## config.mk

```make
export PLATFORM = sky130hd
export DESIGN_NAME = spq_cell
export DESIGN_NICKNAME = d
export VERILOG_FILES = /design/src/design/spq_pkg.sv /design/src/design/spq_cell.sv
export SDC_FILE = /design/constraint.sdc
export NUM_CORES = 1
export LEC_CHECK = 0
export BUFFER_PORTS_ARGS = -buffer_cell sky130_fd_sc_hd__buf_2
export CAP_MARGIN = 20
export CORE_MARGIN = 2
export CORE_UTILIZATION = 43
export CTS_BUF_LIST = sky130_fd_sc_hd__clkbuf_8
export CTS_CLUSTER_DIAMETER = 120
export DETAILED_ROUTE_END_ITERATION = 10
export GPL_ROUTABILITY_DRIVEN = 0
export PLACE_DENSITY = 0.79
export SYNTH_ARGS = -nofsm -noshare
export SYNTH_HDL_FRONTEND = slang
export SYNTH_SLANG_ARGS = --single-unit
```

## constraint.sdc

```tcl
create_clock -name clock -period 4.42 [get_ports clock]
set_input_delay 0.884 -clock clock [delete_from_list [all_inputs] [get_ports clock]]
set_output_delay 0.884 -clock clock [all_outputs]
set_load 0.03 [all_outputs]
```

## src/design/spq_pkg.sv

```systemverilog
// Shared types and codes for the sorted-array priority queue.
// Used by spq_cell and sorted_array_priority_queue_top; no dependencies.
package spq_pkg;

   localparam int KEY_W     = 16;
   localparam int PAYLOAD_W = 32;
   localparam int FILL_W    = 7;

   typedef enum logic {
      OP_INSERT = 1'b0,
      OP_REMOVE = 1'b1
   } op_type;

   typedef enum logic [1:0] {
      ST_INSERTED = 2'd0,
      ST_FULL     = 2'd1,
      ST_REMOVED  = 2'd2,
      ST_EMPTY    = 2'd3
   } status_type;

   typedef struct packed {
      logic                 valid;
      logic [KEY_W-1:0]     key;
      logic [PAYLOAD_W-1:0] payload;
   } entry_type;

   typedef struct packed {
      logic                 push;
      logic                 pop;
      logic [KEY_W-1:0]     key;
      logic [PAYLOAD_W-1:0] payload;
   } cmd_type;

endpackage

```

## src/design/spq_cell.sv

```systemverilog
// One slot of the sorted chain: holds an entry, compares it with the broadcast key
// and trades entries with its neighbors. Depends on spq_pkg.
module spq_cell (
   input  logic              clock,
   input  logic              reset,
   input  spq_pkg::cmd_type  cmd,
   input  logic              prev_gt,
   input  spq_pkg::entry_type prev_entry,
   input  spq_pkg::entry_type next_entry,
   output spq_pkg::entry_type entry,
   output logic              gt
);
   import spq_pkg::*;

   entry_type entry_ff;
   entry_type entry_in;

   assign gt    = entry_ff.valid && (entry_ff.key > cmd.key);
   assign entry = entry_ff;

   always_comb begin
      entry_in = entry_ff;
      if (cmd.push) begin
         if (gt) begin
            entry_in = entry_ff;
         end else if (prev_gt) begin
            entry_in.valid   = 1'b1;
            entry_in.key     = cmd.key;
            entry_in.payload = cmd.payload;
         end else begin
            entry_in = prev_entry;
         end
      end else if (cmd.pop) begin
         entry_in = next_entry;
      end
   end

   always_ff @(posedge clock) begin
      entry_ff.key     <= entry_in.key;
      entry_ff.payload <= entry_in.payload;
      if (reset) begin
         entry_ff.valid <= 1'b0;
      end else begin
         entry_ff.valid <= entry_in.valid;
      end
   end

endmodule
```

# Word-level counts from Yosys, hierarchy flattened
# Cells that the tools add are included.
dict set report totals {
  in_bits 151
  mem_count 0
  mem_bits_ro 0
  reg_bits 49
  latchBits 0
  output_inout_bits 50
  ram_bits 0
}
dict set report op_classes {
  mux 4
  bitwise_logic 0
  n_div 0
  addsub 0
  eq_ne 1
  shift 0
  reduce_logical 3
  n_lt_le_gt_ge 1
  n_mul 0
}
# operator n
set ops {}
lappend ops {{two-way mux 49 bit} 4}
lappend ops {{> comparator 16 bit} 1}
lappend ops {{inequality test 2 bit, second input constant} 1}
lappend ops {{AND reduction 2 bit} 1}
lappend ops {{nonzero test 2 bit} 1}
lappend ops {{logical AND 1 bit} 1}

# Longest topological paths before layout
# Gate-level depths: netlist (run 1).
dict set report depth {
  ltp_word 4
  ltp_mapped 7
}

# Worst setup path before layout (run 1)
# Ideal clock, no wire load.
dict set report synth_timing {
  path_kind {input port to flip-flop}
  from {input cmd[46] (netlist bit)}
  to {register entry_ff (netlist bit entry[0]), enable pin}
  t_required_ps 4011
  path_buffers 0
  path_stages 7
  arrival_time_ps 3275
  setup_time_ps 409
  setup_slack_ps 736
  path_cell_list {inv_1 -> ha_1 -> nand4_2 -> nor2_1 -> a311o_1 -> nor4_2 -> o22a_1}
}
dict set report synth_via {
  elab_chain_len 4
}
# item line
set synth_lines {}
lappend synth_lines {{start, declared} spq_cell.sv:6} ;# input spq_pkg::cmd_type cmd,
lappend synth_lines {{> comparator 16 bit} spq_cell.sv:18} ;# assign gt = entry_ff.valid && (entry_ff.key > cmd.key);
lappend synth_lines {{logical AND 1 bit} spq_cell.sv:18}
lappend synth_lines {{inequality test 2 bit (no line)} --}
lappend synth_lines {{AND reduction 2 bit (no line)} --}
lappend synth_lines {{end, declared} spq_cell.sv:15} ;# entry_type entry_ff;
# Every way passes these cells.
# A chain may end at the register's enable or synchronous reset.

# Worst setup path in the final report (run 1)
dict set report layout_timing {
  from {input cmd[46] (netlist bit)}
  to {output gt}
}
dict set report layout_via {
  elab_chain_len 2
}
# item line
set layout_lines {}
lappend layout_lines {{> comparator 16 bit} spq_cell.sv:18}
lappend layout_lines {{logical AND 1 bit} spq_cell.sv:18}
lappend layout_lines {{end, declared} spq_cell.sv:11} ;# output logic gt
# Every way passes these cells.

==> results of run 1 <==
==> metal layers <==
metal  up-vias  wire length (um)
met5         -                 0
met3        10               650
met2       111              4040
li1       1384                 -
met1      1187              2910
met4         0                95
==> cell usage after synthesis <==
library cell / n / share of area (%)
a311o_1: 1 / 0.34
and2_1: 1 / 0.21
nor2b_1: 4 / 0.86
inv_1: 16 / 2.1
a21boi_0: 2 / 0.51
o21a_1: 1 / 0.26
nand2_1: 4 / 0.51
mux2i_1: 48 / 16
ha_1: 16 / 6.9
buf_2: 4 / 0.69
nor2_1: 52 / 6.7
edfxtp_1: 48 / 49
o211ai_1: 1 / 0.26
o21ai_0: 1 / 0.17
nor4_1: 1 / 0.21
a21o_1: 1 / 0.26
dfxtp_1: 1 / 0.69
buf_1: 2 / 0.26
clkbuf_1: 10 / 1.3
a21oi_1: 54 / 9.3
nor3_1: 1 / 0.17
a211oi_1: 1 / 0.26
nor4_2: 1 / 0.43
nand4_1: 1 / 0.21
a21oi_2: 1 / 0.30
nand4_2: 1 / 0.43
and4_1: 1 / 0.30
o22a_1: 1 / 0.30
buf_4: 1 / 0.26
==> cells by family (layout without fill, tap and decap cells) <==
group,after synthesis,in the layout
flops,49,49
simple gates,67,67
compound gates,64,64
buf+inv,33,226
fa+ha+maj,16,16
mux,48,48
==> cell type report <==
type | count | area, sq um
Clock buffer | 5 | 68.8
Clock inverter | 2 | 11.3
Timing Repair Buffer | 203 | 1040
Inverter | 16 | 60.1
Tap cell | 80 | 100
Fill cell | 598 | 2620
Multi-Input combinational cell | 195 | 1320
Sequential cell | 49 | 1460
==> power groups by stage <==
stage	Combinational [mW]	Sequential (mW)	Clock, mW
2_1_floorplan	0.132	0.695	0
3_3_place_gp	0.367	0.595	0
3_5_place_dp	0.376	0.597	0
4_1_cts	0.377	0.587	0.261
5_1_grt	0.407	0.591	0.279
6_report	0.372	0.586	0.249
==> how the worst max path moves through the flow <==
| stage | startpoint | end | cells after the start |
|---|---|---|---|
| floorplan | cmd[46] | entry[0]$_DFFE_PP_ | 7 |
| global placement | cmd[46] | gt | 9 |
| detailed placement | cmd[47] | gt | 9 |
| CTS | cmd[47] | gt | 9 |
| global route | cmd[47] | gt | 9 |
| finish | cmd[46] | gt | 9 |
==> per-stage QoR <==
step,utilization [%],instances,hold slack (ps),setup WS (ps)
2_1_floorplan,-,277,808,736
3_3_place_gp,59.6,543,722,1050
3_5_place_dp,59.6,543,736,905
4_1_cts,60.8,550,752,899
5_1_grt,60.8,550,871,676
6_report,60.8,550,734,896
==> worst reg2reg max path, delay by kind of cell (launching register included) <==
family / cells / cell delay, ps
AO/OA/AOI/OAI: 3 / 900
AND/OR/NAND/NOR: 2 / 420
flip-flops: 1 / 400
adder cells (fa/ha/maj): 1 / 320
buffers and inverters: 1 / 270
==> results.txt, run 1 <==
Once layout is done, the placed cells without fillers occupy 4060 sq um. The logs give 0 for the final-report hold violation count and 2 for the number of levels in the clock H-tree. After the last flow step, the layout net total stands at 637. The tools report the critical path startpoint category as an input pin. In this run the most critical hold path is launched from entry[48]$_SDFFE_PP0P_. The xor-xnor portion of the synthesized cell area is 0%, and the delay of the slowest cell on the worst path is 390 ps.

The average wire per cell in the routed design works out to 14.0 um. The Yosys step of the flow raised 0 warnings. In this run the power density over the cells is 297 nW/um^2.

Remaining global-route overflow: 0. Setup repair after global routing left no endpoint under its margin. The core region is 6680 sq um.

The tools report the instance count of the mapped netlist as 277. Measured against its own limit, the worst slew margin works out to 44.8%. The flip-flop count of the largest register, all copies and words added is 49.

The smallest clock period supported by the final layout is computed as 3520 ps. Post-CTS repair changed the size of 0 cells. For this run, global-route usage on met3 was measured as 6.10%. Total half-perimeter wirelength after legalization and detailed placement: 6.11 mm. The pin count of the biggest net entering global routing came out at 76.

In this run the critical register-to-register path is captured at entry[38]$_DFFE_PP_. The logic gate share of total power came out at 30.8%. The initial antenna violation count was 0; the net switching power was 0.387 mW.

The synthesized area per cell was 10.5 sq um. Sequential cells burn 48.5% of the power. The class of the tightest hold or removal check was flip-flop to flip-flop. The global-route met1 utilization is 21.1%, and the complex-gate fraction of the synthesized area is 11.9%. Data on the critical path arrives at its endpoint at 2640 ps. Counting flops and latches in the post-synthesis netlist gives 49. Leaving out fill and tap cells, the most frequent cells in the layout are buf_2 (200), a21oi_1 (54), nor2_1 (52).

After Yosys synthesis, full adders, half adders and majority gates account for 6.87% of the synthesized area. The worst hold path terminates at entry[48]$_SDFFE_PP0P_. The die covers 7450 sq um. Measured along the x axis, the die boundary spans 86.3 um.

Clock tree synthesis found a total of 49 sinks. Counting both buffers and inverters, the worst setup path holds a total of 3. STA classifies the critical path endpoint as an output port. The logs give 30 for the number of core rows and 0 for the number of setup violations in the final report.

The detailed router finished its first iteration with 47 violations. The repair_antennas step left the layout with diodes totalling 0. Global routing consumed, on the met2 layer, 38.0% of the routing resources. In this run the vertical extent of the chip is 86.3 um. Broken down by cell family, the worst path's largest delay share belongs to simple AND/OR/NAND/NOR gates.

Along the worst path, the maximum fanout reaches 4. Post-CTS timing repair inserted 0 buffers for setup. The run gives 50.1% as the sequential fraction of the synthesis area. TritonCTS built the clock tree. By startpoint and endpoint, the worst setup path is classified as input pin to output port.

Clock latency on the worst-skew pair, taken at its later pin, is 300 ps. The library cell used most frequently in the layout, excluding fill and tap cells, is buf_2. After synthesis, the largest family of logic cells by area is multiplexers.

The area growth from synthesis to final layout was 39.3%; the final wirelength was 7.70 mm. The register clock-pin slew on the reported worst setup and hold paths was 80 ps. The leakage power total was 2.04 nW; the maximum frequency from static timing analysis was 0.284 GHz. Net switching is 32.0% of the power. For this run, the detailed router's first-pass iteration total came to 4. Counting stages on the worst path, the most repeated cell is buf_2. The via density per instance was 4.89. The slowest stage of the critical path belongs to the cell nor4_1.

Global routing consumed, over all layers together, 20.0% of the routing resources. The flow ran to the end, and the final reports show no timing, DRC or antenna violations. The count of cells along the worst register-to-register path was 7.

Remaining number of nets flagged by the antenna check after routing: 0. For flop-to-flop paths, the worst setup slack is 1770 ps. The tools report the buffer cell driving the clock tree root as clkbuf_8. The tools report the maximum buffer depth of the clock tree as 2. For the number of buffers created by CTS, the log shows 5. The most heavily used metal layer in global routing was met2. The netlist area before placement came out at 2920 sq um. In the routed design, unresolved DRC markers number 0. The number of global-route vias before repair was 2624; the power share of the clock group was 20.6%. Clock skew on the completed layout was measured at 8.17 ps. The first global-routing pass estimated 11.7 mm of wire. Detailed routing inserted a total of 2692 vias.

The area of placed instances is 3980 sq um, and the number of distinct library cells after synthesis is 29. In this run the count of I/O pins placed on the die edge is 201. The number of nets in the synthesized netlist is 444.

For this design, the CTS-stage hold fixing added 0 buffers. The share of synthesized cell area in and, or, nand and nor gates is 10.0%. Count of buffers inserted at the top-level ports: 200.

STA puts the critical path data required time at 3540 ps. Of the cells placed in the final design, the portion with a size suffix greater than 1 is 45.3%. The effective utilization at floorplan is 43.6%. The total negative setup slack came out at 0 ps.

Multiplexer cells account for 16.5% of the synthesized area. The number of pins exceeding their max-slew limit in the final report came out at 0. The total power of the final layout is 1.21 mW.

The run gives 0.821 mW as the internal power summed over all cells. Traced cell by cell, the critical path runs through buf_2 > inv_1 > ha_1 > nand4_2 > nor4_1 > a21boi_0 > nor4_2 > nor2b_1 > buf_2. IR analysis of the VDD net gives a maximum drop of 140 uV. Counting instances, the worst hold path has a depth of 3. Share of the cycle needed by the critical path after routing: 79.7%. Launch point of the worst reg-to-reg path: entry[43]$_DFFE_PP_. The tool flagged a number of max-cap violations equal to 0. Pin slew with the least headroom to its limit: 828 ps.
(Power assumes the default switching activity.)
==> inputs of run 2 (changes only) <==
Settings changed: CORE_UTILIZATION 43 to 39, PLACE_DENSITY 0.79 to 0.75.
Clock period 4.42 ns to 3 ns, I/O delays scaled along.
==> run 2 against run 1 <==
Compared with the run above:
- die area increased by 9.8%
- highest routed layer unchanged
- clock power rose by 53%
- count of clock-buffer cells in the layout increased by 1
- largest power group unchanged
- critical endpoint unchanged
==> results.txt, run 2 (same netlist as run 1, synthesis figures left out) <==
The final-report hold violation count was 0; the slack of the worst reg-to-reg path was 550 ps. The worst pin sits at a relative slew slack of 74.5%. The number of buffers and inverters on the critical path is 3.

The startpoint identified for the worst register-to-register timing path is entry[43]$_DFFE_PP_. The flip-flop count of the largest register, all copies and words added works out to 49. Static timing analysis puts the maximum clock frequency at 0.351 GHz.

Across all hold checks on the routed design, the worst slack comes to 570 ps. In the routed design, unresolved DRC markers number 0. The number of levels in the clock H-tree came out at 2. Leaving out fill and tap cells, the most frequent cell in the layout is buf_2. The run finished with clean final reports. In this run, post-CTS hold repair placed 0 buffers. The count of buffers added on input and output ports is 200. The signal on the critical path passes through buf_2 > inv_1 > ha_1 > nand4_2 > nor2_1 > a311o_1 > nor4_2 > nor2b_1 > buf_2. Once detail routing completed, the nets flagged for antenna violations numbered 0.

After detailed routing, the total wire length is 7.62 mm. The via density per instance was 4.76; the number of antenna repair diodes was 0. The most critical setup path has its startpoint at cmd[45]. The tools report the total negative setup slack as 0 ps.

Counting along the longest clock path gives a buffer depth of 2. The capture point of the worst path was gt. Power spread over the standard cell area amounts to 435 nW/um^2. The run gives 564 as the post-placement cell count.

In this run the critical register-to-register path is captured at entry[20]$_DFFE_PP_. The remaining global-route overflow is 0. The initial utilization of the core area, before any placement, comes to 40.2%.

The critical path crosses 9 cells after its start point. The number of pins exceeding their max-slew limit in the final report is 0. The min-delay analysis places its worst path in the category input pin to flip-flop. The buffer cell driving the clock tree root was clkbuf_8. 201 I/O pins were placed.

The total half-perimeter wirelength after legalization and detailed placement was 6.16 mm. In this run the horizontal extent of the chip is 90.5 um. Type of the setup path with the least slack: input pin to output port. The signal arrival time at the worst endpoint was 2250 ps; the register clock-pin slew on the reported worst setup and hold paths was 80 ps. The later-pin clock latency in the skew report came out at 290 ps.

Global routing used 18.0% of the available tracks. The largest single stage delay on the critical path is 360 ps. Number of core rows: 31. Once the clock tree was built, the setup fixing pass inserted 0 buffers. The number of cells on the worst reg-to-reg path is 7.

In the final routed layout, each cell accounts on average for 13.3 um. For the number of setup violations in the final report, the log shows 0. The total via count after detailed routing is 2724, and the area growth from synthesis to final layout is 42.0%. The tools report the peak supply drop as 174 uV. The library cell appearing most often on the critical path is buf_2. The endpoint required time on the critical path is 2400 ps. At the pin with the least slew margin, the transition time is 382 ps. The critical path startpoint category was an input pin. Entering global routing, the biggest net connects 50 pins.

TritonCTS built the clock tree. The final layout contains 639 nets. The detailed-router iteration count before antenna repair came out at 4. The number of clock sinks was 49; the die height was 90.5 um.

Setup repair after global routing left no endpoint under its margin. For this design, the slowest cell found on the critical path is a311o_1. The first global-routing pass estimated 11.9 mm of wire.

The run gives 0 as the total of cells resized after clock tree synthesis. The family with the most delay on the worst path was simple AND/OR/NAND/NOR gates. STA classifies the critical path endpoint as an output port. In the layout the commonest cells are buf_2 (200), a21oi_1 (54), nor2_1 (52). The number of global-route vias before repair came out at 2640. Maximum fanout encountered on the critical timing path: 4. The finished layout holds 572 standard cells, fillers aside. The die covers 8180 sq um. After the first detailed-routing iteration, the DRC count stood at 80. Dividing the final minimum period by the clock period gives 94.9%.

Number of maximum-capacitance violations: 0. Summed over all cells, the static leakage comes to 2.08 nW. In the final layout, the share of cells above drive strength 1 is 45.7%.

Between clock sinks in the finished design, the worst skew comes to 6.29 ps. The number of clock buffers added by TritonCTS is 5. Final critical delay including setup and external delays: 2850 ps. The initial antenna violation count came out at 0. The core area came out at 7250 sq um.
-- run 2: changes by cell type in the layout (fill, tap and decap cells not counted) --
cell,previous run,this run
inv_1,16,18
clkinvlp_4,1,0
clkinv_1,1,0
nor4_2,1,2
clkbuf_8,5,6
a21boi_1,0,1
buf_12,1,3
nor4_1,1,0
a21boi_0,2,1
-- run 2: per-stage QoR --
| stage | area [sq um] | utilization, % | worst slack [ps] | power [mW] |
|---|---|---|---|---|
| final | 4140 | 57.1 | 154 | 1.80 |
| after global routing | 4140 | 57.1 | 19.6 | 1.90 |
| after CTS | 4130 | 57.0 | 47.3 | 1.82 |
| after detailed placement | 4040 | 55.8 | 70.9 | 1.44 |
| after global placement | 4040 | 55.8 | 192 | 1.42 |
| after floorplan | 2920 | - | 96.8 | 1.22 |
-- run 2: worst min-delay path by stage --
stage | end | cells after the start | start | slack [ps]
finish | entry[48]$_SDFFE_PP0P_ | 4 | reset | 570
global route | entry[48]$_SDFFE_PP0P_ | 4 | reset | 570
CTS | entry[48]$_SDFFE_PP0P_ | 4 | reset | 560
detailed placement | entry[48]$_SDFFE_PP0P_ | 3 | entry[48]$_SDFFE_PP0P_ | 710
global placement | entry[48]$_SDFFE_PP0P_ | 3 | entry[48]$_SDFFE_PP0P_ | 710
floorplan | entry[48]$_SDFFE_PP0P_ | 3 | reset | 770
-- run 2: where the power goes --
part / internal (mW) / switching [mW]
Combinational: 0.219 / 0.336
Sequential: 0.840 / 0.0236
Clock: 0.182 / 0.200
-- run 2: worst register-to-register path, stage by stage (launching register included) --
cell and delay, ps:
edfxtp_1 410, ha_1 330, a21oi_1 180, nor2_1 60
a311o_1 330, nor4_2 360, o22a_2 280, buf_12 200
-- run 2: final cells by class --
class	instances	area [sq um]
Clock inverter	2	7.51
Timing Repair Buffer	205	1080
Clock buffer	6	82.6
Tap cell	99	124
Fill cell	671	3110
Multi-Input combinational cell	195	1330
Sequential cell	49	1460
Inverter	16	60.1
-- run 2: metal layers --
layer  global-route usage [%]  up-vias  wire (um)
met2                     34.1      130       4030
met5                        0        -          0
met4                     4.74        0         99
li1                         -     1394          -
met1                     18.8     1192       2860
met3                     5.93        8        624
==> inputs of run 3 (changes only) <==
Settings changed: ABC_AREA set to 1.
==> run 3 against run 2 <==
Compared with the run above:
- synthesized area increased by 0.26%
- count of clock-buffer cells in the layout increased by 1
- critical path depth increased by 3
- clock power increased by 8.9%
- routed wire length increased by 13%
- combinational power increased by 2%
- sequential power increased by 1%
- clock skew increased by 2.6 ps
- setup slack improved by 470 ps
- utilization decreased by 0.85 points
==> results.txt, run 3 <==
The flow ran to the end, and the final reports show no timing, DRC or antenna violations. The number of instances on the worst hold path was 3. The share of synthesized cell area in and, or, nand and nor gates is 17.5%, and the flip-flop count of the largest register, all copies and words added is 49.

The number of pins exceeding their max-slew limit in the final report is 0, and the die height is 90.6 um. The overall die width is 90.6 um, and the final critical delay including setup and external delays is 2370 ps. For the clock skew after layout, the log shows 8.86 ps. The number of levels in the clock H-tree was 2. The number of global-route vias before repair came out at 2910.

Uppermost signal routing layer after detailed routing: met4. The final layout contains 711 nets. Counting cells, the worst reg-to-reg path comes to 9.

For hold timing, the worst endpoint is entry[17]$_DFFE_PP_. The area growth from synthesis to final layout is 39.6%. Post-CTS timing repair inserted 0 buffers for setup. The count of unresolved DRC violations after routing came out at 0. The wire length of the first global-routing pass came out at 13.3 mm. The launch point of the worst reg-to-reg path is entry[39]$_DFFE_PP_.

The all-layer global routing usage is 20.2%. The worst-case IR drop observed on VDD is 185 uV. During placement, the flow inserted port buffers numbering 200.

The buffer cell driving the clock tree root was clkbuf_8. The via density per instance was 4.88. The delay of the slowest cell on the worst path is 300 ps, and the finished layout cell area is 4080 sq um. In the final layout, the share of cells above drive strength 1 is 39.8%. For the pin with the worst max-slew slack, the measured transition is 508 ps.

TritonCTS built the clock tree. The number of non-filler instances in the completed layout is 644, and the maximum fanout encountered on the critical timing path is 2. The final-report hold violation count was 0. The floorplan step defined a core boundary enclosing 7250 sq um.

During synthesis, Yosys emitted a total of 0 warnings. The xor-xnor portion of the synthesized cell area works out to 0%. The signal on the critical path passes through buf_2 > inv_1 > ha_1 > a21oi_1 > nand2_1 > nand2_1 > nand2_1 > nand2_1 > nand2_1 > nand2_1 > inv_1 > buf_2. The endpoint required time on the critical path is 2400 ps.

The tools report the nature of the critical path endpoint as an output port. Leaving out fill and tap cells, the most frequent cell in the layout is buf_2. For the maximum frequency from static timing analysis, the log shows 0.422 GHz. Remaining global-route overflow: 0.

In the final routed layout, each cell accounts on average for 13.3 um. Counting along the longest clock path gives a buffer depth of 2. By count the netlist is led by nand2_1 (72), o21ai_0 (57), nor2_1 (54). In this run, synthesis produced a sequential element count of 49.

The initial antenna violation count came out at 0. The initial utilization of the core area, before any placement, comes to 40.3%. Prevailing post-synth register cell: edfxtp_1.

The netlist area before placement came out at 2920 sq um. Measured against its own limit, the worst slew margin works out to 66.1%. Number of buffers created by CTS: 5. Tracing the worst setup path back leads to its startpoint at cmd[35]. In this run, placement finished with an instance count of 636.

The share of the cycle needed by the critical path after routing is 79.1%. Leaving out fill and tap cells, the most frequent cells in the layout are buf_2 (200), nand2_1 (72), o21ai_0 (57). The first routing iteration left 117 violations. The pin count of the biggest net entering global routing was 50; the minimum hold slack was 588 ps. The cell with the largest stage delay on the worst path is ha_1. For the number of clock sinks, the log shows 49. The critical path startpoint category was an input pin. The area fraction of the dominant cell type after synthesis works out to 49.3%.

Clock-pin slew was measured on the worst setup and hold paths at 80 ps. Once the clock tree was built, the resizer swapped 0 gates to a different size. The run gives 31 as the number of core rows. The routed design uses 726 um of met3 wire. The number of antenna repair diodes was 0. Total power per unit cell area: 454 nW/um^2. Adding up every negative setup slack in the final design gives 0 ps. The number of enable flip-flop cells after synthesis works out to 48. Setup repair after global routing left no endpoint under its margin. The sequential fraction of the synthesis area is 50.0%, and the final wirelength is 8.57 mm. Data on the critical path arrives at its endpoint at 1770 ps.

After synthesis, the netlist uses 22 different library cells. Max-cap violations in this run came to 0. The class of the tightest hold or removal check was input pin to flip-flop. Number of nets in the synthesized netlist: 519. The count of filler cells inserted in the layout was 697.

The later pin in the worst-skew pair is clocked with a latency of 300 ps. The fraction of registers with async set or reset after synthesis is 0%, and the wire length on met2 is 4.33 mm. The die covers 8200 sq um.

Synthesis produced 352 cells. For the count of pins on the block boundary, the log shows 201. The synthesized netlist devotes 18.1% of its cell area to compound gates. Largest area contributor in the netlist: edfxtp_1.

Averaged over all synthesized cells, the footprint is 8.30 sq um. By area, the combinational part of the netlist is dominated by compound AO/OA/AOI/OAI gates. Yosys instantiated no cell more often than nand2_1. The post-synthesis mux area share is 0%. Ranked by total cell area, the synthesized netlist is headed by edfxtp_1 (49%), o21ai_0 (9.8%), nand2_1 (9.2%). The number of hold buffers added after CTS was 0. In this run the static leakage power is 2.06 nW.

Setup violations remaining at the end of the flow were counted as 0. Once detailed placement completed, the half-perimeter wirelength came to 6.59 mm. In this run the cell area measured after placement is 3980 sq um. Wire length on met1: 3.37 mm.

The tools report the terminus of the critical flop-to-flop path as entry[10]$_DFFE_PP_. Summing the areas of all fa, ha and maj instances in the mapped netlist gives 6.85% of the synthesized area. Type of the setup path with the least slack: input pin to output port. The tools report the remaining number of nets flagged by the antenna check after routing as 0. The source of the worst hold timing path is next_entry[17]. In this run the register-to-register setup slack is 810 ps. By instance count, the cell type seen most on the critical path is nand2_1. The total via count after detailed routing was 3140.

For the detailed-router iteration count before antenna repair, the log shows 6.
[run 3: routing by layer]
metal	global-route usage (%)	up-vias
met5	0	-
met4	6.15	0
met3	6.01	12
met2	36.6	148
met1	22.7	1410
li1	-	1570
[run 3: cell families after synthesis]
logic type / after synthesis
and+or+nand+nor: 133
AOI/OAI and AO/OA: 105
buffers and inverters: 49
DFF: 49
adders and majority gates: 16
[run 3: stage by stage]
step	total power, mW	worst slack [ps]	util (%)
floorplan	1.23	45.6	-
global placement	1.44	550	54.8
detailed placement	1.46	495	54.8
CTS	1.87	607	56.2
global route	1.96	432	56.2
finish	1.85	628	56.2
[run 3: area by class of cell]
class | instances | area, sq um | area share [%]
Clock buffer | 7 | 96.3 | 2.36
Sequential cell | 49 | 1460 | 35.8
Multi-Input combinational cell | 254 | 1240 | 30.5
Tap cell | 99 | 124 | 3.04
Inverter | 29 | 111 | 2.73
Timing Repair Buffer | 205 | 1040 | 25.5
Clock inverter | 1 | 5.00 | 0.123
[run 3: worst max-delay path by stage]
stage	end	slack [ps]	cells past startpoint
after floorplan	entry[0]$_DFFE_PP_	50	8
final	gt	630	12
after global placement	entry[29]$_DFFE_PP_	550	11
after CTS	gt	610	10
after global routing	gt	430	9
after detailed placement	entry[39]$_DFFE_PP_	490	12
[run 3: power breakdown]
| group | switching (mW) | internal (mW) |
|---|---|---|
| clock network | 0.206 | 0.209 |
| logic | 0.369 | 0.198 |
| registers | 0.0253 | 0.846 |
| total | 0.600 | 1.25 |
[run 3: worst max-delay path: cells and delay by family]
kind / cells / cell delay (ps)
simple gates: 6 / 360
buf+inv: 4 / 330
fa+ha+maj: 1 / 300
compound gates: 1 / 190
